File: src/rtl/nms_pkg.sv
// Package for the neighbor-mean smoothing filter: sizes, command codes and the
// structs that pass between the register block, front end, queue and back end.
// No dependencies.
package nms_pkg;

  localparam int MAX_LINE  = 1024;
  localparam int COL_W     = $clog2(MAX_LINE);
  localparam int SAMPLE_W  = 16;
  localparam int LEN_W     = 11;
  localparam int ROW_W     = 13;
  localparam int MAX_LINES = 4096;
  localparam int MIN_DIM   = 3;
  localparam int ROWSUM_W  = SAMPLE_W + 2;
  localparam int SUM_W     = SAMPLE_W + 3;
  localparam int QUEUE_DEPTH = 4;
  localparam int QPTR_W    = $clog2(QUEUE_DEPTH);
  localparam int APB_DATA_W = 32;
  localparam int APB_ADDR_W = 3;

  localparam logic CMD_SAMPLE = 1'b0;
  localparam logic CMD_FLUSH  = 1'b1;

  typedef enum logic [0:0] {
    REG_LINE_LENGTH = 1'b0,
    REG_LINE_COUNT  = 1'b1
  } nms_reg_t;

  typedef struct packed {
    logic [LEN_W-1:0] line_length;
    logic [ROW_W-1:0] line_count;
    logic             restart;
  } nms_cfg_t;

  // One classified word: store column, sample value and the neighbor masks.
  typedef struct packed {
    logic [COL_W-1:0]           col;
    logic signed [SAMPLE_W-1:0] sample;
    logic                       res;
    logic                       use_c0;
    logic                       use_c2;
    logic                       top_ok;
    logic                       bot_ok;
    logic                       last;
  } nms_item_t;

endpackage

File: src/rtl/nms_regs.sv
// APB-style configuration registers of the smoothing filter.
// Depends on nms_pkg.
module nms_regs import nms_pkg::*; (
  input  logic                  clk,
  input  logic                  rst,
  input  logic                  psel,
  input  logic                  penable,
  input  logic                  pwrite,
  input  logic [APB_ADDR_W-1:0] paddr,
  input  logic [APB_DATA_W-1:0] pwdata,
  output logic [APB_DATA_W-1:0] prdata,
  output logic                  pready,
  output nms_cfg_t              cfg
);

  logic [LEN_W-1:0] line_length;
  logic [ROW_W-1:0] line_count;
  logic             wr_en;
  nms_reg_t         reg_sel;

  assign pready  = 1'b1;
  assign reg_sel = nms_reg_t'(paddr[APB_ADDR_W-1:2]);
  assign wr_en   = psel && penable && pwrite;

  always_ff @(posedge clk) begin
    if (rst) begin
      line_length <= LEN_W'(128);
      line_count  <= ROW_W'(128);
    end else if (wr_en) begin
      case (reg_sel)
        REG_LINE_LENGTH: line_length <= pwdata[LEN_W-1:0];
        REG_LINE_COUNT:  line_count  <= pwdata[ROW_W-1:0];
        default: ;
      endcase
    end
  end

  always_comb begin
    case (reg_sel)
      REG_LINE_LENGTH: prdata = APB_DATA_W'(line_length);
      REG_LINE_COUNT:  prdata = APB_DATA_W'(line_count);
      default:         prdata = '0;
    endcase
  end

  assign cfg.line_length = line_length;
  assign cfg.line_count  = line_count;
  // Any write restarts the frame.
  assign cfg.restart     = wr_en;

endmodule

File: config.mk
export PLATFORM = sky130hd
export DESIGN_NAME = nms_regs
export DESIGN_NICKNAME = d
export VERILOG_FILES = /design/src/rtl/nms_pkg.sv /design/src/rtl/nms_regs.sv
export SDC_FILE = /design/constraint.sdc
export NUM_CORES = 1
export LEC_CHECK = 0
export BUFFER_PORTS_ARGS = -buffer_cell sky130_fd_sc_hd__buf_2
export CORE_MARGIN = 1.5
export CORE_UTILIZATION = 40
export CTS_CLUSTER_DIAMETER = 120
export DETAILED_ROUTE_END_ITERATION = 6
export HOLD_SLACK_MARGIN = 0.02
export MAX_ROUTING_LAYER = met4
export PLACE_DENSITY = 0.83
export SETUP_SLACK_MARGIN = 0.02
export SYNTH_ARGS = -nofsm -noshare
export SYNTH_HDL_FRONTEND = slang
export SYNTH_SLANG_ARGS = --single-unit
File: constraint.sdc
create_clock -name clk -period 1.21 [get_ports clk]
set_input_delay 0.0605 -clock clk [delete_from_list [all_inputs] [get_ports clk]]
set_output_delay 0.0605 -clock clk [all_outputs]
set_load 0.01 [all_outputs]
==> results.yml, run 1 <==
run_status:
  run_status: "finished, final reports clean"
power:
  power_w: 0.001484
  p_leak_nw: 0.8829
  total_switching_power_w: 0.0003770
  power.density_nw_per_um2: 879.3
  share_seq_of_total_power_pct: 55.3
  sw_frac_of_total_pct: 25.40
  share_clk_of_total_power_pct: 28.8
  worst_case_vdd_ir_drop_uv: 445.7
  p_int_w: 0.001107
  power_share_of_the_combinational_group_pct: 15.9
global_routing:
  global_route.usage.met1_pct: 16.79
  global_routing_usage_on_met3_pct: 2.101
  antenna_found_initial: 0
  grt_busiest_layer: "met2"
  grt_util_all_layers_pct: 15.56
  global_route.overflow_total: 0
  grt_pass1_wl_mm: 4.257
  grt_util_met2_pct: 29.18
  first_global_vias: 983
  pin_count_of_the_biggest_net_entering_global_routing: 38
cells_and_area:
  share_of_post_route_cells_with_drive_strength_above_1_pct: 38.27
  nets: 237
  insertedDiodeCount: 0
  fillers: 303
  instances_no_fill: 240
  syn2layout_area_growth_pct: 24.56
  layout.core_utilization_pct: 53.96
clocking:
  clock_tree.buffer_depth: 2
  cts-buffers-inserted: 3
  clkLatencyLatePin_ps: 310
  cts_tree: "done"
  post-cts-setup-buffers: 0
  cts_hold_buf: 9
  cts_htree_levels: 1
  clock-sinks: 24
  path_clk_slew_ps: 140
  clk_root_buffer_cell: "sky130_fd_sc_hd__clkbuf_4"
  ctsResizeCount: 0
sta:
  drv_slew: 0
  fin_worst_skew_ps: 0
  max_freq_ghz: 0.8893
  unrepaired_setup_endpoints_after_global_routing: "no"
  final_setup_vio_count: 0
  timing.setup.tns_ps: 0
  finalHoldViolCount: 0
  final_cycle_utilization_of_the_critical_path_pct: 92.93
  timing.final.crit_period_ps: 1125
placed_design:
  hpwlAfterDp_mm: 1.930
  numPortBuffers: 56
  finalWeightedCongestion: 0.6927
  dp.cells: 227
synth:
  synth_top_cell_by_area: "sky130_fd_sc_hd__dfxtp_1"
  synth_top_area_share_pct: 35.46
  share_of_the_synthesized_area_in_compound_gates_ao_oa_aoi_oai_pct: 0
  synth.avg_cell_area_um2: 10.04
  netlist_top_cells_area: "sky130_fd_sc_hd__dfxtp_1 35%, sky130_fd_sc_hd__mux2i_1 18%, sky130_fd_sc_hd__nand2b_1 16%, sky130_fd_sc_hd__buf_4 12%, sky130_fd_sc_hd__mux2_2 9.1%"
  synth_cell_types: 16
  syn-cell-area_um2: 1355
  synth_enable_flop_cells: 0
  ys.flop_type: "sky130_fd_sc_hd__dfxtp_1"
  main_combinational_cell_family_by_area_after_synthesis: "multiplexers"
  synth-simple-area-share_pct: 20.41
  synth_most_common_cell: "sky130_fd_sc_hd__nand2b_1"
  yosys_warnings: 0
  postSynth.asyncResetShare_pct: 0
  yosys-mux-area-fraction_pct: 26.87
  xor_xnor_fraction_of_synth_area_pct: 0
  seq_area_frac_synth_pct: 35.46
  synth-seq-cells: 24
  post_synth_inst_count: 135
  synth_fa_ha_area_share_pct: 0
  post_synth_most_frequent_cells: "34 x sky130_fd_sc_hd__nand2b_1, 24 x sky130_fd_sc_hd__dfxtp_1, 24 x sky130_fd_sc_hd__mux2i_1"
drt:
  drt-total-wl_mm: 2.716
  detail_route.drc_violations: 0
  avgRoutedWirePerCell_um: 11.32
  drt_iter0_markers: 25
  final_antenna_net_count: 0
  detail_route.first_pass.iterations: 4
  num_vias: 1071
  post_drt_via_cell_ratio: 4.463
setup_path:
  cp_num_buf_inv: 1
  timing.setup.critical_path_class: "register to primary output"
  worst_ep_required_time_ps: 1150
  path_cells: "mux2_2 > buf_2"
  cp_top_delay_family: "flip-flops"
  critical_path.max_fanout: 3
  critPathArrivalTime_ps: 1060
  critPathLaunchType: "register"
  critPathSlowestCell: "sky130_fd_sc_hd__dfxtp_1"
  critPathMaxStageDelay_ps: 350
  timing.critical_path.to_type: "primary output"
die:
  fp.coreArea_um2: 3128
  chipWidth_um: 61.21
  dieArea_um2: 3746
  fp-row-count: 20
  boundaryPins: 98
  dieHeight_um: 61.21
  initial_core_util_pct: 43.32
min_path:
  hp-class: "primary input to register"
run:
  max_capacitance_violation_count: 0
==> path summary, 6_finish.rpt <==
kind	start	endpoint	slack (ps)	depth (start not counted)
max	line_count[2]	prdata[2]	90	2
min reg2reg	line_count[9]	line_count[9]	490	2
min	pwdata[9]	line_count[9]	30	3
max reg2reg	line_count[7]	line_count[7]	560	2
==> state kept, by name, summed over array words and instances (netlist names) <==
signal and cells:
line_count 13, line_length 11
==> logic make-up after synthesis <==
kind of cell           after synthesis
buffers and inverters               30
DFF                                 24
muxes                               35
other                                2
and+or+nand+nor                     44
==> worst register-to-register path, stage by stage, from the launching register on <==
cell	delay, ps
sky130_fd_sc_hd__dfxtp_1	350
sky130_fd_sc_hd__nor2_1	110
sky130_fd_sc_hd__mux2i_1	80
==> area by class of cell <==
type                       instances  area (um^2)  share of cell area [%]
sequential                        24        480.5                   28.47
clock buffer                       4        36.28                   2.150
tap                               44        55.05                   3.262
timing repair buffer              69        400.4                   23.72
multi-input combinational         99        715.7                   42.40
==> stage by stage <==
stage / area [um^2] / hold WS [ps] / worst slack (ps)
2_1_floorplan: 1423 / 215.8 / 460.0
3_3_place_gp: 1562 / 325.8 / 219.4
3_5_place_dp: 1562 / 339.0 / 209.2
4_1_cts: 1688 / 24.00 / 58.84
5_1_grt: 1688 / 36.71 / 41.97
6_report: 1688 / 25.29 / 85.49
==> placed cells by master (no fill, tap or decap), drive strengths merged, types with 2 or more instances in the layout <==
cell type,instances
mux2i,24
and2,2
buf,60
dlygate4sd3,9
mux2,11
nand2b,34
conb,20
nor2,3
dfxtp,24
clkbuf,4
==> power by group through the flow <==
| stage | combinational (W) | sequential [W] | clock (W) |
|---|---|---|---|
| 2_1_floorplan | 0.000186 | 0.000844 | 0 |
| 3_3_place_gp | 0.000210 | 0.000837 | 0 |
| 3_5_place_dp | 0.000213 | 0.000837 | 0 |
| 4_1_cts | 0.000236 | 0.000820 | 0.000444 |
| 5_1_grt | 0.000262 | 0.000823 | 0.000459 |
| 6_report | 0.000236 | 0.000820 | 0.000428 |
==> routing by layer <==
| layer | up-vias | part of all wire (%) | wire length, um |
|---|---|---|---|
| li1 | 528 | - | - |
| met1 | 498 | 42 | 1147 |
| met2 | 45 | 52 | 1406 |
| met3 | 0 | 6.0 | 163 |
| met4 | 0 | 0 | 0 |
| met5 | - | 0 | 0 |
Note: power is estimated with default switching activity, not from simulation.
==> inputs of run 2 (changes only) <==
--- a/config.mk
+++ b/config.mk
@@ -6,13 +6,14 @@
 export NUM_CORES = 1
 export LEC_CHECK = 0
 export BUFFER_PORTS_ARGS = -buffer_cell sky130_fd_sc_hd__buf_2
+export CORE_ASPECT_RATIO = 0.8
 export CORE_MARGIN = 1.5
 export CORE_UTILIZATION = 40
 export CTS_CLUSTER_DIAMETER = 120
 export DETAILED_ROUTE_END_ITERATION = 6
 export HOLD_SLACK_MARGIN = 0.02
 export MAX_ROUTING_LAYER = met4
-export PLACE_DENSITY = 0.83
+export PLACE_DENSITY = 0.79
 export SETUP_SLACK_MARGIN = 0.02
 export SYNTH_ARGS = -nofsm -noshare
 export SYNTH_HDL_FRONTEND = slang
==> run 2 against run 1 <==
Critical path depth unchanged; global-route usage decreased by 0.71 points; final cell count decreased by 5.4%; first-iteration DRC count increased by 48%; combinational power decreased by 9.3%; clock-buffer cell count decreased by 1.
==> results.yml, run 2 (synthesis results as in run 1) <==
clocking:
  clk_root_buffer_cell: "sky130_fd_sc_hd__clkbuf_8"
  path_clk_slew_ps: 90
  cts_tree: "done"
  clock_tree.buffer_depth: 2
  clock-sinks: 24
  cts_htree_levels: 1
  post-cts-setup-buffers: 0
  ctsResizeCount: 0
  clkLatencyLatePin_ps: 260
  cts_hold_buf: 0
  cts-buffers-inserted: 3
cells_and_area:
  register_with_the_most_flip_flops: "line_count"
  largest_register_ff_count: 13
  top_regs: "line_count x13, line_length x11"
  most_common_library_cell_in_the_layout_ignoring_fill_and_taps: "sky130_fd_sc_hd__buf_2"
  insertedDiodeCount: 0
  share_of_post_route_cells_with_drive_strength_above_1_pct: 40.11
  nets: 228
  syn2layout_area_growth_pct: 21.05
  final_cell_mix: "56 x sky130_fd_sc_hd__buf_2, 34 x sky130_fd_sc_hd__nand2b_1, 24 x sky130_fd_sc_hd__mux2i_1, 24 x sky130_fd_sc_hd__dfxtp_1, 20 x sky130_fd_sc_hd__conb_1"
drt:
  drt-total-wl_mm: 2.442
  num_vias: 1008
  wl_met3_um: 178
  highest_layer: "met4"
  wl_met1_mm: 1.167
  drt_iter0_markers: 37
  detail_route.first_pass.iterations: 4
  avgRoutedWirePerCell_um: 10.76
  final_antenna_net_count: 0
  met2_length_mm: 1.078
  detail_route.drc_violations: 0
  post_drt_via_cell_ratio: 4.441
run:
  max_capacitance_violation_count: 0
min_path:
  hp-class: "primary input to register"
sta:
  timing.setup.tns_ps: 0
  timing.hold.ws_ps: 55.75
  fin_worst_skew_ps: 0
  final_cycle_utilization_of_the_critical_path_pct: 87.78
  drv_slew: 0
  unrepaired_setup_endpoints_after_global_routing: "no"
  timing.final.crit_period_ps: 1062
  finalHoldViolCount: 0
  max_freq_ghz: 0.9414
  final_setup_vio_count: 0
placed_design:
  finalWeightedCongestion: 0.7052
  hpwlAfterDp_mm: 1.859
  numPortBuffers: 56
setup_path:
  timing.setup.critical_path_class: "register to primary output"
  worst_ep_required_time_ps: 1150
  critical_path.max_fanout: 3
  timing.critical_path.to_type: "primary output"
  critPathArrivalTime_ps: 1000
  critPathLaunchType: "register"
run_status:
  run_status: "finished, final reports clean"
power:
  p_leak_nw: 0.8652
  worst_case_vdd_ir_drop_uv: 647.0
  power_w: 0.001726
  power.density_nw_per_um2: 1052
die:
  initial_core_util_pct: 42.98
  dieArea_um2: 3748
  fp.coreArea_um2: 3153
  dieHeight_um: 55.06
  fp-row-count: 18
  chipWidth_um: 68.08
  boundaryPins: 98
global_routing:
  first_global_vias: 886
  pin_count_of_the_biggest_net_entering_global_routing: 38
  global_route.overflow_total: 0
  grt_util_all_layers_pct: 14.86
  antenna_found_initial: 0
  grt_pass1_wl_mm: 3.912
[run 2: cell count changes in the layout (fill, tap and decap cells not counted), sizes merged]
cell | previous run | this run
bufinv | 0 | 1
clkbuf | 4 | 3
dlygate4sd3 | 9 | 0
[run 2: layout make-up]
class                      count  area (um^2)
fill                         317         1513
timing repair buffer          60        322.8
clock inverter                 1        30.03
multi-input combinational     99        715.7
clock buffer                   3        41.29
tap                           40        50.05
sequential                    24        480.5
[run 2: path summary, 6_finish.rpt]
| check | slack, ps | depth (start not counted) | start | endpoint |
|---|---|---|---|---|
| min | 60 | 3 | pwdata[12] | line_count[12] |
| min reg2reg | 490 | 2 | line_count[4] | line_count[4] |
| max reg2reg | 580 | 2 | line_length[5] | line_length[5] |
| max | 150 | 2 | line_count[5] | prdata[5] |
[run 2: critical path, cell delays in order (launching register included)]
cell and delay [ps]:
sky130_fd_sc_hd__dfxtp_1 340, sky130_fd_sc_hd__mux2_2 260, sky130_fd_sc_hd__buf_2 140
[run 2: layer usage]
metal	global-route usage (%)	vias up
met2	25.40	45
met1	17.18	455
met4	4.000	0
met3	4.453	2
li1	-	506
met5	-	-
[run 2: power breakdown]
part | switching, W | internal (W) | leakage (nW)
Sequential | 0.0000125 | 0.000807 | 0.194
Clock | 0.000251 | 0.000442 | 0.0357
Combinational | 0.000114 | 0.0000998 | 0.635
[run 2: through the flow]
step	instance area (um^2)	setup slack [ps]	cells	utilization, %
2_1_floorplan	1423	460.0	153	-
3_3_place_gp	1569	224.6	223	49.76
5_1_grt	1640	109.0	227	52.02
6_report	1640	147.8	227	52.02
4_1_cts	1640	137.8	227	52.02
3_5_place_dp	1569	206.5	223	49.76
