`src/rtl/nms_pkg.sv`:
```
// Package for the neighbor-mean smoothing filter: sizes, command codes and the
// structs that pass between the register block, front end, queue and back end.
// No dependencies.
package nms_pkg;

  localparam int MAX_LINE  = 1024;
  localparam int COL_W     = $clog2(MAX_LINE);
  localparam int SAMPLE_W  = 16;
  localparam int LEN_W     = 11;
  localparam int ROW_W     = 13;
  localparam int MAX_LINES = 4096;
  localparam int MIN_DIM   = 3;
  localparam int ROWSUM_W  = SAMPLE_W + 2;
  localparam int SUM_W     = SAMPLE_W + 3;
  localparam int QUEUE_DEPTH = 4;
  localparam int QPTR_W    = $clog2(QUEUE_DEPTH);
  localparam int APB_DATA_W = 32;
  localparam int APB_ADDR_W = 3;

  localparam logic CMD_SAMPLE = 1'b0;
  localparam logic CMD_FLUSH  = 1'b1;

  typedef enum logic [0:0] {
    REG_LINE_LENGTH = 1'b0,
    REG_LINE_COUNT  = 1'b1
  } nms_reg_t;

  typedef struct packed {
    logic [LEN_W-1:0] line_length;
    logic [ROW_W-1:0] line_count;
    logic             restart;
  } nms_cfg_t;

  // One classified word: store column, sample value and the neighbor masks.
  typedef struct packed {
    logic [COL_W-1:0]           col;
    logic signed [SAMPLE_W-1:0] sample;
    logic                       res;
    logic                       use_c0;
    logic                       use_c2;
    logic                       top_ok;
    logic                       bot_ok;
    logic                       last;
  } nms_item_t;

endpackage

```
`src/rtl/nms_queue.sv`:
```
// Short queue of classified words between the front and back ends.
// Depends on nms_pkg.
module nms_queue import nms_pkg::*; (
  input  logic      clk,
  input  logic      rst,
  input  logic      push,
  input  nms_item_t push_item,
  input  logic      pop,
  output nms_item_t head,
  output logic      full,
  output logic      empty
);

  nms_item_t         slots [QUEUE_DEPTH];
  logic [QPTR_W-1:0] wr_ptr;
  logic [QPTR_W-1:0] rd_ptr;
  logic [QPTR_W:0]   count;

  assign full  = (count == (QPTR_W+1)'(QUEUE_DEPTH));
  assign empty = (count == '0);
  assign head  = slots[rd_ptr];

  always_ff @(posedge clk) begin
    if (push) begin
      slots[wr_ptr] <= push_item;
    end
  end

  always_ff @(posedge clk) begin
    if (rst) begin
      wr_ptr <= '0;
      rd_ptr <= '0;
      count  <= '0;
    end else begin
      if (push) begin
        wr_ptr <= wr_ptr + QPTR_W'(1);
      end
      if (pop) begin
        rd_ptr <= rd_ptr + QPTR_W'(1);
      end
      case ({push, pop})
        2'b10:   count <= count + (QPTR_W+1)'(1);
        2'b01:   count <= count - (QPTR_W+1)'(1);
        default: count <= count;
      endcase
    end
  end

endmodule

```
`config.mk`:
```
export PLATFORM = sky130hd
export DESIGN_NAME = nms_queue
export DESIGN_NICKNAME = d
export VERILOG_FILES = /design/src/rtl/nms_pkg.sv /design/src/rtl/nms_queue.sv
export SDC_FILE = /design/constraint.sdc
export NUM_CORES = 1
export LEC_CHECK = 0
export BUFFER_PORTS_ARGS = -buffer_cell sky130_fd_sc_hd__buf_2
export CORE_AREA = 10 10 108 110
export DETAILED_ROUTE_END_ITERATION = 12
export DIE_AREA = 0 0 118 120
export PLACE_DENSITY = 0.78
export SKIP_LAST_GASP = 1
export SLEW_MARGIN = 20
export SYNTH_ARGS = -nofsm -noshare
export SYNTH_HDL_FRONTEND = slang
export SYNTH_SLANG_ARGS = --single-unit
export TNS_END_PERCENT = 20
```
`constraint.sdc`:
```
create_clock -name clk -period 4.9 [get_ports clk]
set_input_delay 0.245 -clock clk [delete_from_list [all_inputs] [get_ports clk]]
set_output_delay 0.245 -clock clk [all_outputs]
set_load 0.005 [all_outputs]
```
==> results.md, run 1 <==
- RePlAce Congestion: between 0.6 and 0.7
- Setup Crit Path Kind: reg -> out
- Clock skew: about 0.0067 ns
- Worst rel slew slack: 0.4063
- Syn Inst Count: ~210
- Worst setup SP type: flop
- Initial antenna violation count: 0
- ANT cells: 0
- Starting Density: 0.5333
- Library cells used by synthesis: 22
- Worst Path Max Fanout: 19
- Port-buffer cells: between 60 and 70
- Final hold violation count: 0
- Clock share of power: 0.470
- Core region area: ~9500 um2
- Routed Antenna Nets: 0
- Highest Clock Rate: ~0.38 GHz
- Detailed Route WL: just over 9000 um
- Setup TNS: 0 ns
- Cell Area, Synth: slightly above 5000 um2
- Status: finished clean
- Switching portion of total power: 0.1944
- Hold path depth: 3
- Post-DP HPWL: 5287 um
- Drt pass-1 iters: 4
- Drt wl/cell: slightly below 20 um
- Grt ovf: 0
- Routed vias/inst: just over 5
- Largest net degree at the start of global routing: 33
- # H-tree levels: 4
- Flop2flop setup slack: 3.19 ns
- Hold path startpoint: pop
- HP Class: in -> reg
- First-pass GRT wire length: 14770 um
- MaxCap Viol Count: 0
- Avg Cell Area, Syn: between 20 and 25 um2
- Final setup fails: 0
- Dpl cells: between 400 and 500
- DR iter-0 viols: 129
- Die Footprint: 14160 um2
- Clk Latency, worst-skew pair: around 0.52 ns
- Clock slew at reported path FFs: around 0.06 ns
- Postcts setup bufs: 0
- Critical Path Sink Type: output pin
- Layout Cells excl Fill: roughly 470
- Die Ht: about 120 um
- I/O Pins: 70
- Total CTS buffers: 17
- Sequential Power Share: 0.453
- Critical R2R Launch: wr_ptr[0]$_SDFFE_PP0P_
- CTS root buffer: clkbuf_8
- Drt drc: 0
- VDD IR max: 275.6 uV
- Via Count: approximately 2400
- Num rows: 36
- Setup repair after global routing missed its margin: false
- GRT Overall Usage: 0.1385
- Req. time, crit path: ~4.7 ns
- Seq/Total Area, Yosys: 0.7902
- Minimum clock period: approximately 2.6 ns
- Die span in x: around 120 um
- Pwr dens: 465.0 nW/um2
- Int Pwr: about 2.4 mW
- Combinational share of power: 0.077
- Leak pwr: approximately 2.3 nW
- Max Slew Vio Count: 0
- Ratio of cells with drive above 1 in the final layout: 0.3988
- CTS tree: built
- Number of global-route vias before repair: around 2700
- Fin crit share: 0.5322
- Net switching power: around 590 uW
- Clk buf depth: 2
- Ys Warns: 0
- CTS sink cnt: roughly 140
- Synth Net Count: approximately 260
- R2R depth: 3
- Area grow syn2layout: 28.21%
- WP data arrival: 2.36 ns
- Worst-Margin Slew: approximately 0.89 ns
- Number of synthesized register bits: between 100 and 150
- Worst Hold End: rd_ptr[0]$_SDFFE_PP0P_
- Nets@finish: 370
- R2R Path End: slots[2][31]$_DFFE_PP_
-- what timing repair did --
item                                    4_1_cts  5_1_grt
endpoints found under the setup margin        0        0
endpoints found under the hold margin       137        0
gates resized for setup                       0        0
hold buffers                                 33        0
-- power groups by stage --
stage	sequential (mW)	clock, mW	combinational (mW)
global placement	1.40	0	0.214
global route	1.38	1.50	0.259
detailed placement	1.40	0	0.218
floorplan	1.38	0	0.147
finish	1.37	1.43	0.234
CTS	1.38	1.45	0.241
-- critical path: stages (launching register included) --
cell	delay, ns
dfxtp_2	0.64
buf_4	0.45
mux4_1	0.59
buf_2	0.14
-- metal layers --
metal / wire length (um) / part of all wire / track usage
met4: 118 / 0.013 / 0.06414
met1: 3672 / 0.40 / 0.1506
met3: 585 / 0.063 / 0.06001
met5: 0 / 0 / 0
met2: 4865 / 0.53 / 0.2314
-- cell families after synthesis --
family,Yosys count,synth area share
flops,137,0.7902
mux,33,0.1450
simple gates,16,0.01499
buf+inv,14,0.02211
fa+ha+maj,6,0.01622
xor+xnor,5,0.008601
compound gates,3,0.002948
-- through the flow --
step           power (mW)  hold slack [ns]  worst slack, ns  instance area, um2    util
3_5_place_dp        1.618           0.4629            2.752                5529  0.5790
4_1_cts             3.067          0.01387            2.189                6529  0.6837
2_1_floorplan       1.525           0.3439            3.176                5092       -
3_3_place_gp        1.609           0.4567            2.766                5529  0.5790
5_1_grt             3.141          0.06863            2.065                6529  0.6837
6_report            3.036          0.04238            2.292                6529  0.6837
-- worst max path at each step --
stage	to	slack (ns)	cells past startpoint	from
after floorplan	slots[2][0]$_DFFE_PP_	3.18	3	wr_ptr[0]$_SDFFE_PP0P_
after global placement	head[23]	2.77	3	flop
after detailed placement	head[23]	2.75	3	flop
after CTS	head[23]	2.19	3	flop
after global routing	head[23]	2.07	3	flop
final	head[23]	2.29	3	flop
-- synth_stat cells --
| master | instances | area share |
|---|---|---|
| nor2_1 | 8 | 0.0059 |
| clkbuf_1 | 1 | 0.00074 |
| edfxtp_1 | 128 | 0.75 |
| mux4_2 | 30 | 0.13 |
| or3_1 | 1 | 0.0012 |
| buf_12 | 3 | 0.012 |
| buf_6 | 1 | 0.0022 |
| fa_1 | 1 | 0.0039 |
| and3_1 | 1 | 0.0012 |
| buf_2 | 3 | 0.0029 |
| xor2_1 | 3 | 0.0052 |
| nor3_1 | 1 | 0.00098 |
| inv_1 | 6 | 0.0044 |
| o21ai_0 | 1 | 0.00098 |
| nand2_1 | 1 | 0.00074 |
| xnor2_1 | 2 | 0.0034 |
| and2_1 | 4 | 0.0049 |
| a21oi_1 | 2 | 0.0020 |
| dfxtp_1 | 9 | 0.035 |
| ha_1 | 5 | 0.012 |
| mux2i_1 | 1 | 0.0020 |
| mux4_1 | 2 | 0.010 |
-- registers in the layout (all words and copies together), names as in the netlist, named ones only --
name / flops
count: 3
slots: 128
rd_ptr: 2
wr_ptr: 2
-- cells in the final DEF (no fill, tap or decap), types with 2 or more instances in the layout --
master	synthesis	routed
a21oi_1	2	2
and2_2	0	4
buf_2	3	69
bufinv_16	0	7
clkbuf_16	0	16
clkinv_2	0	3
clkinvlp_4	0	3
dfxtp_1	9	7
dfxtp_2	0	2
dlygate4sd3_1	0	33
edfxtp_1	128	128
ha_1	5	5
inv_1	6	6
mux4_1	2	2
mux4_2	30	30
nor2_1	8	8
xnor2_1	2	2
xor2_1	3	3
-- layout make-up --
cell class	instances	area (um2)
inverter	6	22.52
sequential	137	4026
timing repair buffer	103	683.2
clock inverter	14	251.5
tap	133	166.4
multi-input combinational	63	960.9
fill	622	3020
clock buffer	18	417.9
Note: power is estimated with default switching activity, not from simulation.
==> inputs of run 2 (changes only) <==
ABC_AREA = 1   (was not set)
CORE_AREA = 10 10 113 115   (was 10 10 108 110)
DIE_AREA = 0 0 123 125   (was 0 0 118 120)
PLACE_DENSITY = 0.76   (was 0.78)
clock period = 2.2 ns   (was 4.9 ns; I/O delays follow)
==> results.md, run 2 <==
- Status: finished clean (unchanged)
- GRT Overall Usage: 0.1457 (was 0.1385)
- Max Slew Vio Count: 0 (unchanged)
- First-pass GRT wire length: 17300 um (was 14770 um)
- Ys Warns: 0 (unchanged)
- Req. time, crit path: 2.09 ns (was 4.66 ns)
- Clk buf depth: 2 (unchanged)
- Total power: 5.928 mW (was 3.036 mW)
- Fin crit share: 0.9176
- Num rows: 38 (was 36)
- Post-DP HPWL: 6344 um (was 5287 um)
- Clock skew: 0.008512 ns (was 0.006733 ns)
- VDD IR max: 574.2 uV (was 275.6 uV)
- Worst Path Max Fanout: 28 (was 19)
- Setup TNS: 0 ns (unchanged)
- Max reg flops: 128 (unchanged)
- Top flop regs: slots: 128 flops, count: 3 flops (unchanged)
- Largest register by flop count: slots (unchanged)
- MaxCap Viol Count: 0 (unchanged)
- CTS tree: built (unchanged)
- Cell taking the most area after synthesis: edfxtp_1 (unchanged)
- R2R Path End: slots[0][16]$_DFFE_PP_ (was slots[2][31]$_DFFE_PP_)
- Post-synth EDFFs: 128 (unchanged)
- Core region area: 10600 um2 (was 9549 um2)
- Worst rel slew slack: 0.5780 (was 0.4063)
- Area grow syn2layout: 25.23% (was 28.21%)
- Largest net degree at the start of global routing: 65 (was 33)
- I/O Pins: 70 (unchanged)
- HP Class: in -> reg (unchanged)
- Via Count: 3335 (was 2408)
- Drt drc: 0 (unchanged)
- # fillers: 766 (was 622)
- Drt wl/cell: 17.12 um (was 19.50 um)
- Starting Density: 0.4924 (was 0.5333)
- Avg Cell Area, Syn: 14.23 um2 (was 23.80 um2)
- Commonest non-fill, non-tap cell in the layout: edfxtp_1 (unchanged)
- Library cells used by synthesis: 20 (was 22)
- Syn Inst Count: 367 (was 214)
- Grt ovf: 0 (unchanged)
- Setup Crit Path Kind: reg -> out (unchanged)
- RePlAce Congestion: 0.7706 (was 0.6595)
- Setup repair after global routing missed its margin: false (unchanged)
- Total CTS buffers: 17 (unchanged)
- Minimum clock period: roughly 2.0 ns
- Postcts setup bufs: 0 (unchanged)
- Main synth FF type: edfxtp_1 (unchanged)
- Ranking of synthesized cells by area: edfxtp_1 74%, nor2_1 4.8%, o21ai_0 4.0% (was edfxtp_1 75%, mux4_2 13%, dfxtp_1 3.5%)
- Most frequent cells in the layout: 128 x edfxtp_1, 69 x buf_2, 67 x nor2_1, 42 x o21ai_0, 35 x dlygate4sd3_1 (was 128 x edfxtp_1, 69 x buf_2, 33 x dlygate4sd3_1, 30 x mux4_2, 16 x clkbuf_16)
- DR iter-0 viols: 223 (was 129)
- Pwr dens: 906.7 nW/um2 (was 465.0 nW/um2)
- Detailed Route WL: 10890 um (was 9241 um)
- Critical path capture point: head[17] (was head[23])
- FFs w/ async S/R, synth: 0 (unchanged)
- Number of global-route vias before repair: 3373 (was 2721)
- Routed Antenna Nets: 0 (unchanged)
- Die Footprint: 15380 um2 (was 14160 um2)
- Number of synthesized register bits: 137 (unchanged)
- Critical Path Sink Type: output pin (unchanged)
- R2R depth: 5 (was 3)
- Seq/Total Area, Yosys: 0.7707 (was 0.7902)
- Cell Area, Synth: 5221 um2 (was 5092 um2)
- Initial antenna violation count: 1 (was 0)
- Leak pwr: 2.408 nW (was 2.291 nW)
- CTS sink cnt: 137 (unchanged)
- Worst-Margin Slew: 0.6321 ns (was 0.8906 ns)
- Most frequent cell after synthesis: edfxtp_1 (unchanged)
- Final setup fails: 0 (unchanged)
- WP data arrival: 1.91 ns (was 2.36 ns)
- Routed vias/inst: 5.244 (was 5.080)
- Top cells by count, synth: 128 x edfxtp_1, 67 x nor2_1, 42 x o21ai_0 (was 128 x edfxtp_1, 30 x mux4_2, 9 x dfxtp_1)
- Die Ht: 125 um (was 120 um)
- Critical R2R Launch: wr_ptr[0]$_SDFFE_PP0P_ (unchanged)
- Port-buffer cells: 69 (unchanged)
- Clock slew at reported path FFs: 0.06 ns (about the same)
- Die span in x: 123 um (was 118 um)
- Yosys top cell area share: 0.7362 (was 0.7548)
- Ratio of cells with drive above 1 in the final layout: 0.2263 (was 0.3988)
- # H-tree levels: 4 (unchanged)
- Highest Clock Rate: slightly below 0.5 GHz
- Flop2flop setup slack: 0.67 ns (was 3.19 ns)
- Synth Net Count: 409 (was 256)
- Worst setup SP type: flop (unchanged)
- Clk Latency, worst-skew pair: 0.51 ns (was 0.52 ns)
- CTS root buffer: clkbuf_8 (unchanged)
- Final hold violation count: 0 (unchanged)
- Nets@finish: 524 (was 370)
- Min Hold Slack: 0.3484 ns (was 0.04238 ns)
- Drt pass-1 iters: 6 (was 4)
[run 2: through the flow]
stage	cells	worst slack, ns	area (um2)	utilization
3_3_place_gp	568	0.6369	5680	0.5358
6_report	636	0.1813	6539	0.6167
2_1_floorplan	367	0.5912	5221	-
4_1_cts	635	0.02922	6534	0.6162
5_1_grt	636	0.06180	6539	0.6167
3_5_place_dp	568	0.5841	5680	0.5358
[run 2: how the worst min path moves through the flow]
stage                              to  slack (ns)           from  cells past startpoint
2_1_floorplan   slots[0][0]$_DFFE_PP_        0.21   push_item[0]                      0
4_1_cts        slots[1][18]$_DFFE_PP_        0.32  push_item[18]                      2
3_3_place_gp   slots[1][14]$_DFFE_PP_        0.32  push_item[14]                      1
3_5_place_dp    slots[3][5]$_DFFE_PP_        0.33   push_item[5]                      1
5_1_grt        slots[0][20]$_DFFE_PP_        0.34  push_item[20]                      2
6_report        slots[1][9]$_DFFE_PP_        0.35   push_item[9]                      2
[run 2: area by class of cell]
cell class	instances	area, um2	area share
diodes	1	2.502	0.0003827
clock buffers	19	421.7	0.06449
clock inverters	13	81.33	0.01244
inverters	18	75.07	0.01148
multi-input cells	193	964.7	0.1475
flip-flops and latches	137	4028	0.6160
well taps	140	175.2	0.02679
repair buffers	115	790.8	0.1209
[run 2: power breakdown]
group / switching (mW) / internal [mW] / total [mW]
Sequential: 0.0392 / 2.97 / 3.01
Combinational: 0.321 / 0.223 / 0.544
Clock: 1.01 / 1.37 / 2.37
[run 2: per-layer routing]
metal / vias to the layer above / global-route usage / wire (um)
met5: - / 0 / 0
met4: 0 / 0.05415 / 142
met3: 13 / 0.05536 / 674
met2: 101 / 0.2351 / 5507
met1: 1624 / 0.1732 / 4564
li1: 1597 / - / -
[run 2: worst max-delay path: stages, from the launching register on]
cell and delay (ns):
dfxtp_4 0.50, buf_4 0.36, o21ai_0 0.14, o22ai_1 0.23, buf_2 0.16
[run 2: cells by family after synthesis]
kind of cell / count (synthesis) / synth area share
AOI/OAI and AO/OA: 107 / 0.1102
adders and majority gates: 6 / 0.01582
buffers and inverters: 37 / 0.04457
DFF: 137 / 0.7707
and+or+nand+nor: 80 / 0.05871
[run 2: repair_timing]
item / 4_1_cts / 5_1_grt
hold endpoints to repair: 137 / 0
hold buffers: 35 / 0
resized for setup: 0 / 1
setup endpoints to repair: 0 / 12
