==> src/rtl/nms_pkg.sv <==
// Package for the neighbor-mean smoothing filter: sizes, command codes and the
// structs that pass between the register block, front end, queue and back end.
// No dependencies.
package nms_pkg;

  localparam int MAX_LINE  = 1024;
  localparam int COL_W     = $clog2(MAX_LINE);
  localparam int SAMPLE_W  = 16;
  localparam int LEN_W     = 11;
  localparam int ROW_W     = 13;
  localparam int MAX_LINES = 4096;
  localparam int MIN_DIM   = 3;
  localparam int ROWSUM_W  = SAMPLE_W + 2;
  localparam int SUM_W     = SAMPLE_W + 3;
  localparam int QUEUE_DEPTH = 4;
  localparam int QPTR_W    = $clog2(QUEUE_DEPTH);
  localparam int APB_DATA_W = 32;
  localparam int APB_ADDR_W = 3;

  localparam logic CMD_SAMPLE = 1'b0;
  localparam logic CMD_FLUSH  = 1'b1;

  typedef enum logic [0:0] {
    REG_LINE_LENGTH = 1'b0,
    REG_LINE_COUNT  = 1'b1
  } nms_reg_t;

  typedef struct packed {
    logic [LEN_W-1:0] line_length;
    logic [ROW_W-1:0] line_count;
    logic             restart;
  } nms_cfg_t;

  // One classified word: store column, sample value and the neighbor masks.
  typedef struct packed {
    logic [COL_W-1:0]           col;
    logic signed [SAMPLE_W-1:0] sample;
    logic                       res;
    logic                       use_c0;
    logic                       use_c2;
    logic                       top_ok;
    logic                       bot_ok;
    logic                       last;
  } nms_item_t;

endpackage

==> src/rtl/nms_front.sv <==
// Front end: accepts words, tracks the raster position and classifies each
// word into the store column, sample value and neighbor masks. Depends on nms_pkg.
module nms_front import nms_pkg::*; (
  input  logic                       clk,
  input  logic                       rst,
  input  nms_cfg_t                   cfg,
  input  logic                       in_valid,
  output logic                       in_ready,
  input  logic                       command,
  input  logic signed [SAMPLE_W-1:0] sample,
  input  logic                       queue_full,
  output logic                       push,
  output nms_item_t                  item
);

  logic [COL_W-1:0] col;
  logic [ROW_W-1:0] row;
  logic [COL_W-1:0] col_next;
  logic [ROW_W-1:0] row_next;
  logic [LEN_W-1:0] len_eff;
  logic [ROW_W-1:0] cnt_eff;
  logic             wrap;
  logic             first;

  assign in_ready = !queue_full;
  assign push     = in_valid && !queue_full;

  always_comb begin
    if (cfg.line_length < LEN_W'(MIN_DIM)) begin
      len_eff = LEN_W'(MIN_DIM);
    end else if (32'(cfg.line_length) > MAX_LINE) begin
      len_eff = LEN_W'(MAX_LINE);
    end else begin
      len_eff = cfg.line_length;
    end
    if (cfg.line_count < ROW_W'(MIN_DIM)) begin
      cnt_eff = ROW_W'(MIN_DIM);
    end else if (32'(cfg.line_count) > MAX_LINES) begin
      cnt_eff = ROW_W'(MAX_LINES);
    end else begin
      cnt_eff = cfg.line_count;
    end
  end

  // A word at column zero closes the last cell of the line two rows up; any
  // other word closes the cell one row up and one column to the left.
  always_comb begin
    wrap = (col == '0) && (row >= ROW_W'(2));
    first = (col != '0) && (row != '0);
    item.col    = col;
    item.sample = (command == CMD_FLUSH) ? '0 : sample;
    item.res    = wrap || first;
    item.use_c0 = wrap || (col >= COL_W'(2));
    item.use_c2 = !wrap;
    item.top_ok = wrap ? (row >= ROW_W'(3)) : (row >= ROW_W'(2));
    item.bot_ok = wrap ? (row <= cnt_eff) : (row < cnt_eff);
    item.last   = wrap && (row == cnt_eff + ROW_W'(1));
  end

  always_comb begin
    col_next = col;
    row_next = row;
    if (cfg.restart) begin
      col_next = '0;
      row_next = '0;
    end else if (push) begin
      if (item.last) begin
        col_next = '0;
        row_next = '0;
      end else if (32'(col) + 32'd1 >= 32'(len_eff)) begin
        col_next = '0;
        row_next = row + ROW_W'(1);
      end else begin
        col_next = col + COL_W'(1);
      end
    end
  end

  always_ff @(posedge clk) begin
    if (rst) begin
      col <= '0;
      row <= '0;
    end else begin
      col <= col_next;
      row <= row_next;
    end
  end

endmodule

==> config.mk <==
export PLATFORM = sky130hd
export DESIGN_NAME = nms_front
export DESIGN_NICKNAME = d
export VERILOG_FILES = /design/src/rtl/nms_pkg.sv /design/src/rtl/nms_front.sv
export SDC_FILE = /design/constraint.sdc
export NUM_CORES = 1
export LEC_CHECK = 0
export BUFFER_PORTS_ARGS = -buffer_cell sky130_fd_sc_hd__buf_2
export CAP_MARGIN = 20
export CORE_ASPECT_RATIO = 0.8
export CORE_UTILIZATION = 30
export DETAILED_ROUTE_END_ITERATION = 16
export PLACE_DENSITY_LB_ADDON = 0.15
export RECOVER_POWER = 100
export SYNTH_ARGS = -nofsm -noshare
export SYNTH_HDL_FRONTEND = slang
export SYNTH_SLANG_ARGS = --single-unit
==> constraint.sdc <==
create_clock -name clk -period 8.8 [get_ports clk]
set_input_delay 0.88 -clock clk [delete_from_list [all_inputs] [get_ports clk]]
set_output_delay 0.88 -clock clk [all_outputs]
set_load 0.1 [all_outputs]
==> impl_results.md, run 1 <==
* CP Class: in -> out
* Max-Cap Viols at 0
* RSZ-0062 raised after global routing: no
* WP data required at around 7.9 ns
* Syn-to-layout area delta at 15.3%
* CTS Buf Count at 3
* Most common cell after layout, fill and taps aside: buf_2
* First-pass detailed-route iteration total at 5
* CTS tree: built
* # resized after CTS at 0
* Pwr Total at roughly 0.30 mW
* Arrival time at the worst endpoint at just under 5 ns
* WHS at 0.581 ns
* Library cells used by synthesis at 61
* Period utilisation layout at between 60% and 70%
* Share of cells above drive strength 1 at between 10% and 20%
* Post-DP HPWL at 6400 µm
* Clk sink count at 23
* Crit path launch type: input pin
* Die footprint at roughly 9800 µm²
* Worst setup path endpoint: item[0]
* ANT nets after route at 0
* Clock skew at between 0.0015 and 0.002 ns
* Core area at about 9100 µm²
* Comb power frac at between 30% and 40%
* Core Util, Final at between 30 and 40%
* Clock root cell: clkbuf_16
* Part of the power in registers at roughly a third
* FP Rows at 31
* Post-DR wirelength/cell at ~14 µm
* Hold path start: row[6]$_SDFFE_PP0P_
* Area contributors post-synth: dfxtp_1, ha_1, nand2_1
* CP Launch Point: cfg[11]
* Clock Tree Buf Depth at 2
* RR Endpoint: col[7]$_SDFFE_PP0P_
* CTS H-tree depth at 1
* NetSw at between 0.1 and 0.15 mW
* Sequential-to-total area share from yosys stat at 16.3%
* Drt via density at about 5.3
* Mean area per synthesized cell at 7.56 µm²
* Area share of the largest cell type after synthesis at between 10% and 20%
* Sw Ratio at a little over a third
* Worst slew pin tran at 1.18 ns
* Port Buffers at 79
* Setup Viol. Count Final at 0
* Die Y at around 90 µm
* Finished Layout Cells at 551
* Clock Latency Late Sink at between 0.2 and 0.3 ns
* GP Congestion at roughly 0.81
* Final hold violations at 0
* DIE WIDTH at 110 µm
* Layout net count at between 500 and 600
* Worst R2R Path Depth at 8
* CP Capture Type: output pin
* DRC at 0
* Internal cell power at 0.192 mW
* Main synth FF type: dfxtp_1
* # placed instances at around 550
* Run status: completed
* Setup Fix Bufs, Post-CTS at 0
* Initial antenna violation count at 0
* Worst VDD drop at between 0.07 and 0.08 mV
* Synthesized area at around 2800 µm²
* Most frequent cells in the layout: buf_2, nand2_1, clkbuf_1
* Post-synth EDFFs at 0
* All-layer global routing usage at between 15 and 20%
* Initial Utilization at between 30% and 40%
* Share of flip-flops with an asynchronous set or reset after synthesis at 0%
* CP max FO at 9
* Initial DRC count at approximately 130
* Total negative slack at 0 ns
* Diode count at 0
* Yosys warning total at 0
* Cells after Synth at approximately 370
* First-pass GRT wire length at between 10000 and 15000 µm
* Clock-pin transition on the worst setup and hold timing paths at 0.06 ns
* Via Count at 2915
* R2R Setup Slk at 5.05 ns
* Post-CTS Hold Buffers at 0
* Power Density at between 90 and 100 nW/µm²
* Max Fclk at around 170 MHz
* Fin crit period at about 5.8 ns
* Remaining Overflow, GRT at 0
* Worst reg2reg startpoint: col[6]$_SDFFE_PP0P_
* Power share of the clock group at roughly a third
* Syn nets at 450
* Leading area contributor after synthesis: dfxtp_1
* Ports at 80
* #FFs+latches synth at 23
* Worst rel slew slack at a little over a fifth
* Largest net degree at the start of global routing at 19
* Class of the worst hold path: reg -> reg
* Slew Limit Fails at 0
* Vias in the first global route at approximately 2700
* Total Wirelength at between 7000 and 8000 µm
* P_leak at 1.27 nW
[registers in the layout, summed over array words and instances (netlist names)]
name  flops
col      10
row      13
[logic make-up (layout without fill, tap and decap cells)]
| family | Yosys count | after routing | share of synthesized area [%] |
|---|---|---|---|
| xor+xnor | 23 | 23 | 7.14 |
| compound gates | 75 | 75 | 20.4 |
| mux | 1 | 1 | 0.399 |
| buf+inv | 39 | 102 | 6.03 |
| fa+ha+maj | 31 | 31 | 13.7 |
| flops | 23 | 23 | 16.3 |
| simple gates | 181 | 181 | 36.0 |
[synthesized netlist by cell type, types with 4 or more instances]
cell type   n
dfxtp_1    23
or4_1      10
nand2b_1    7
a21o_1      4
and3_1      6
nor3_1      8
a22o_1      9
o21a_1      7
o211ai_1   11
clkbuf_1   12
ha_1       31
buf_2       6
nor2b_1    21
nand4_1     7
xnor2_1    15
o311ai_0    4
nand3_1    29
inv_1      17
nor4_1      9
nand2_1    39
o21ai_0     8
a21oi_1    11
xor2_1      8
or3_1       6
nor2_1     18
[final cells by class]
cell class                 count  area [µm²]
multi-input combinational    311        2140
timing repair buffer          80         359
clock inverter                 1        5.00
fill                        1014        5820
sequential                    23         460
clock buffer                   3        75.1
tap                          115         144
inverter                      18        67.6
[through the flow]
stage | setup WS, ns | instance area [µm²]
after floorplan | 2.62 | 2820
final | 3.04 | 3250
after detailed placement | 3.78 | 3270
after CTS | 3.75 | 3350
after global routing | 2.72 | 3250
after global placement | 3.78 | 3270
[critical path, stage by stage]
cell and delay, ns:
clkbuf_1 0.15, nor4_1 0.51, nand3_1 0.17, a21oi_1 0.24, ha_1 0.22, nand3_1 0.30, a2111o_1 0.44, a31o_2 0.23
a2111oi_0 0.50, nand4b_2 0.21, nor2_1 0.14, clkbuf_1 0.87
[power by group through the flow]
stage          Combinational [mW]  Sequential, mW  Clock [mW]
6_report                   0.0958           0.105       0.100
5_1_grt                     0.103           0.105       0.108
4_1_cts                    0.0988           0.105       0.103
3_5_place_dp               0.0985           0.107           0
3_3_place_gp               0.0983           0.107           0
2_1_floorplan              0.0718           0.108           0
[metal layers]
layer	track usage (%)	share of wire [%]
met5	0	0
met3	2.40	4.7
met2	25.6	42
met4	0.727	0
met1	24.0	53
[how the worst min path moves through the flow]
stage | to | slack [ns] | cells after the start
2_1_floorplan | row[6]$_SDFFE_PP0P_ | 0.50 | 2
3_3_place_gp | col[9]$_SDFFE_PP0P_ | 0.56 | 1
3_5_place_dp | row[6]$_SDFFE_PP0P_ | 0.58 | 2
4_1_cts | row[6]$_SDFFE_PP0P_ | 0.58 | 2
5_1_grt | row[6]$_SDFFE_PP0P_ | 0.62 | 2
6_report | row[6]$_SDFFE_PP0P_ | 0.58 | 2
Note: power is estimated with default switching activity, not from simulation.
==> run 2, diff against run 1 <==
Clock period 8.8 ns to 5 ns, I/O delays scaled along.
==> run 2 against run 1 <==
Hold slack barely moved. Combinational power increased by 77%. Highest routed layer is now met4. Largest power group unchanged. Via count down 1.2%. Flip-flop and latch count stayed put. Largest cell class unchanged.
==> impl_results.md, run 2 (synthesis results as in run 1) <==
* Run status: completed (unchanged)
* Post-CTS Hold Buffers at 0 (unchanged)
* R2R Setup Slk at 1.44 ns (was 5.05 ns)
* Setup Fix Bufs, Post-CTS at 0 (unchanged)
* Max Fclk at between 200 and 250 MHz
* Port Buffers at 79 (unchanged)
* Ports at 80 (unchanged)
* Period utilisation layout at between 80% and 90%
* FP Rows at 31 (unchanged)
* Fillcell total at 1026 (was 1014)
* Worst reg2reg startpoint: col[0]$_SDFFE_PP0P_ (was col[6]$_SDFFE_PP0P_)
* Class of the worst hold path: reg -> reg (unchanged)
* Hold EP: col[0]$_SDFFE_PP0P_ (was row[6]$_SDFFE_PP0P_)
* Initial Utilization at 31.1% (unchanged)
* WP data required at 5.15 ns (was 7.92 ns)
* CTS Buf Count at 3 (unchanged)
* Clock Latency Late Sink at 0.26 ns (about the same)
* Setup Viol. Count Final at 0 (unchanged)
* Worst rel slew slack at 19.9% (was 21.3%)
* Max-Cap Viols at 0 (unchanged)
* Post-DP HPWL at 6410 µm (was 6400 µm)
* Fin crit period at around 4.5 ns
* Slew Limit Fails at 0 (unchanged)
* Final hold violations at 0 (unchanged)
* CTS tree: built (unchanged)
* Layout net count at 514 (unchanged)
* Regs by FF count: row (13), col (10) (unchanged)
* Max incr delay on CP at 0.97 ns (was 0.87 ns)
* Worst R2R Path Depth at 13 (was 8)
* Max reg flops at 13 (unchanged)
* Die Y at 88.7 µm (unchanged)
* Via Count at 2879 (was 2915)
* Clock Tree Buf Depth at 2 (unchanged)
* CP Buf/Inv Count at 1 (was 2)
* Initial antenna violation count at 0 (unchanged)
* Post-DR wirelength/cell at 14.7 µm (was 14.2 µm)
* DIE WIDTH at 110 µm (unchanged)
* ANT nets after route at 0 (unchanged)
* Syn-to-layout area delta at 16.5% (was 15.3%)
* Crit path launch type: input pin (unchanged)
* CP Capture Type: flop (was output pin)
* Core area at 9080 µm² (unchanged)
* Drt via density at 5.23 (was 5.29)
* Worst VDD drop at 0.108 mV (was 0.0778 mV)
* Clock-pin transition on the worst setup and hold timing paths at 0.06 ns (about the same)
* Clock skew at 0.00323 ns (was 0.00152 ns)
* P_leak at 1.28 nW (was 1.27 nW)
* RR Endpoint: row[12]$_SDFFE_PP0P_ (was col[7]$_SDFFE_PP0P_)
* # placed instances at 547 (unchanged)
* Worst slew pin tran at 1.20 ns (was 1.18 ns)
* Hold path start: col[0]$_SDFFE_PP0P_ (was row[6]$_SDFFE_PP0P_)
* Top Family by Delay on Critical Path: compound AO/OA/AOI/OAI gates (unchanged)
* GP Congestion at 0.837 (was 0.814)
* Vias in the first global route at 2569 (was 2663)
* CP max-delay cell: o211ai_1 (was clkbuf_1)
* # resized after CTS at 0 (unchanged)
* Remaining Overflow, GRT at 0 (unchanged)
* Die footprint at 9800 µm² (unchanged)
* Power Density at 162 nW/µm² (was 92.4 nW/µm²)
* RSZ-0062 raised after global routing: no (unchanged)
* DRC at 0 (unchanged)
* Min-Delay Path Depth at 2 (unchanged)
* Clock root cell: clkbuf_16 (unchanged)
* Total negative slack at 0 ns (unchanged)
* First-pass GRT wire length at 13100 µm (was 13000 µm)
* Most common cell after layout, fill and taps aside: buf_2 (unchanged)
* Initial DRC count at 123 (was 129)
* CTS H-tree depth at 1 (unchanged)
* Most frequent CP cell: nand3_1
* Total Wirelength at 8080 µm (was 7820 µm)
* Diode count at 0 (unchanged)
* CP Class: in -> reg (was in -> out)
* Most frequent cells in the layout: buf_2, nand2_1, clkbuf_1 (unchanged)
* Share of cells above drive strength 1 at 14.4% (was 13.5%)
* Largest net degree at the start of global routing at 19 (unchanged)
* Finished Layout Cells at 551 (unchanged)
* Biggest register: row (unchanged)
* Clk sink count at 23 (unchanged)
* Arrival time at the worst endpoint at 4.65 ns (was 4.88 ns)
* All-layer global routing usage at 16.3% (was 16.1%)
* WHS at 0.581 ns (about the same)
* First-pass detailed-route iteration total at 4 (was 5)
* Critical-path cell list: clkbuf_1, nor4_1, nand3_1, a21oi_1, ha_1, nand3_1, a2111o_1, a31o_2, a2111oi_4, nand4b_2, o211ai_1, nor2_4, a22o_1 (was clkbuf_1, nor4_1, nand3_1, a21oi_1, ha_1, nand3_1, a2111o_1, a31o_2, a2111oi_0, nand4b_2, nor2_1, clkbuf_1)
* CP max FO at 14 (was 9)
run 2: worst min-delay path, delay by kind of cell, from the launching register on:
kind,cells,cell delay (ns)
DFF,1,0.39
AOI/OAI and AO/OA,1,0.06
and+or+nand+nor,1,0.09
run 2: how the worst max path moves through the flow:
stage / from / endpoint / slack (ns) / cells after the start
floorplan: col[2]$_SDFFE_PP0P_ / item[1] / 0.44 / 6
global placement: cfg[11] / item[1] / 0.82 / 15
detailed placement: cfg[11] / item[1] / 0.78 / 15
CTS: cfg[11] / item[1] / 0.75 / 15
global route: cfg[11] / col[5]$_SDFFE_PP0P_ / 0.22 / 13
finish: cfg[11] / col[1]$_SDFFE_PP0P_ / 0.51 / 13
run 2: layer usage:
layer,track usage (%),part of all wire (%),vias up
met5,0,0,-
met4,1.70,0.12,0
met3,2.47,3.1,2
met2,25.2,44,36
met1,24.5,53,1339
li1,-,-,1502
run 2: cell type report:
type,count,area [µm²],share of cell area (%)
clock buffers,4,78.8,2.40
repair buffers,80,362,11.0
well taps,115,144,4.38
inverters,18,67.6,2.05
flip-flops and latches,23,460,14.0
multi-input cells,311,2180,66.2
run 2: power by group:
part	leakage, nW	internal [mW]	switching (mW)
clock network	0.0382	0.109	0.0700
registers	0.185	0.184	0.000846
logic	1.05	0.0462	0.124
run 2: metrics by stage:
stage / total power, mW / area, µm² / util (%) / setup slack, ns
floorplan: 0.317 / 2830 / - / 0.444
global route: 0.560 / 3290 / 36.2 / 0.224
detailed placement: 0.362 / 3280 / 36.1 / 0.775
global placement: 0.362 / 3280 / 36.1 / 0.816
finish: 0.534 / 3290 / 36.2 / 0.506
CTS: 0.542 / 3360 / 37.0 / 0.753
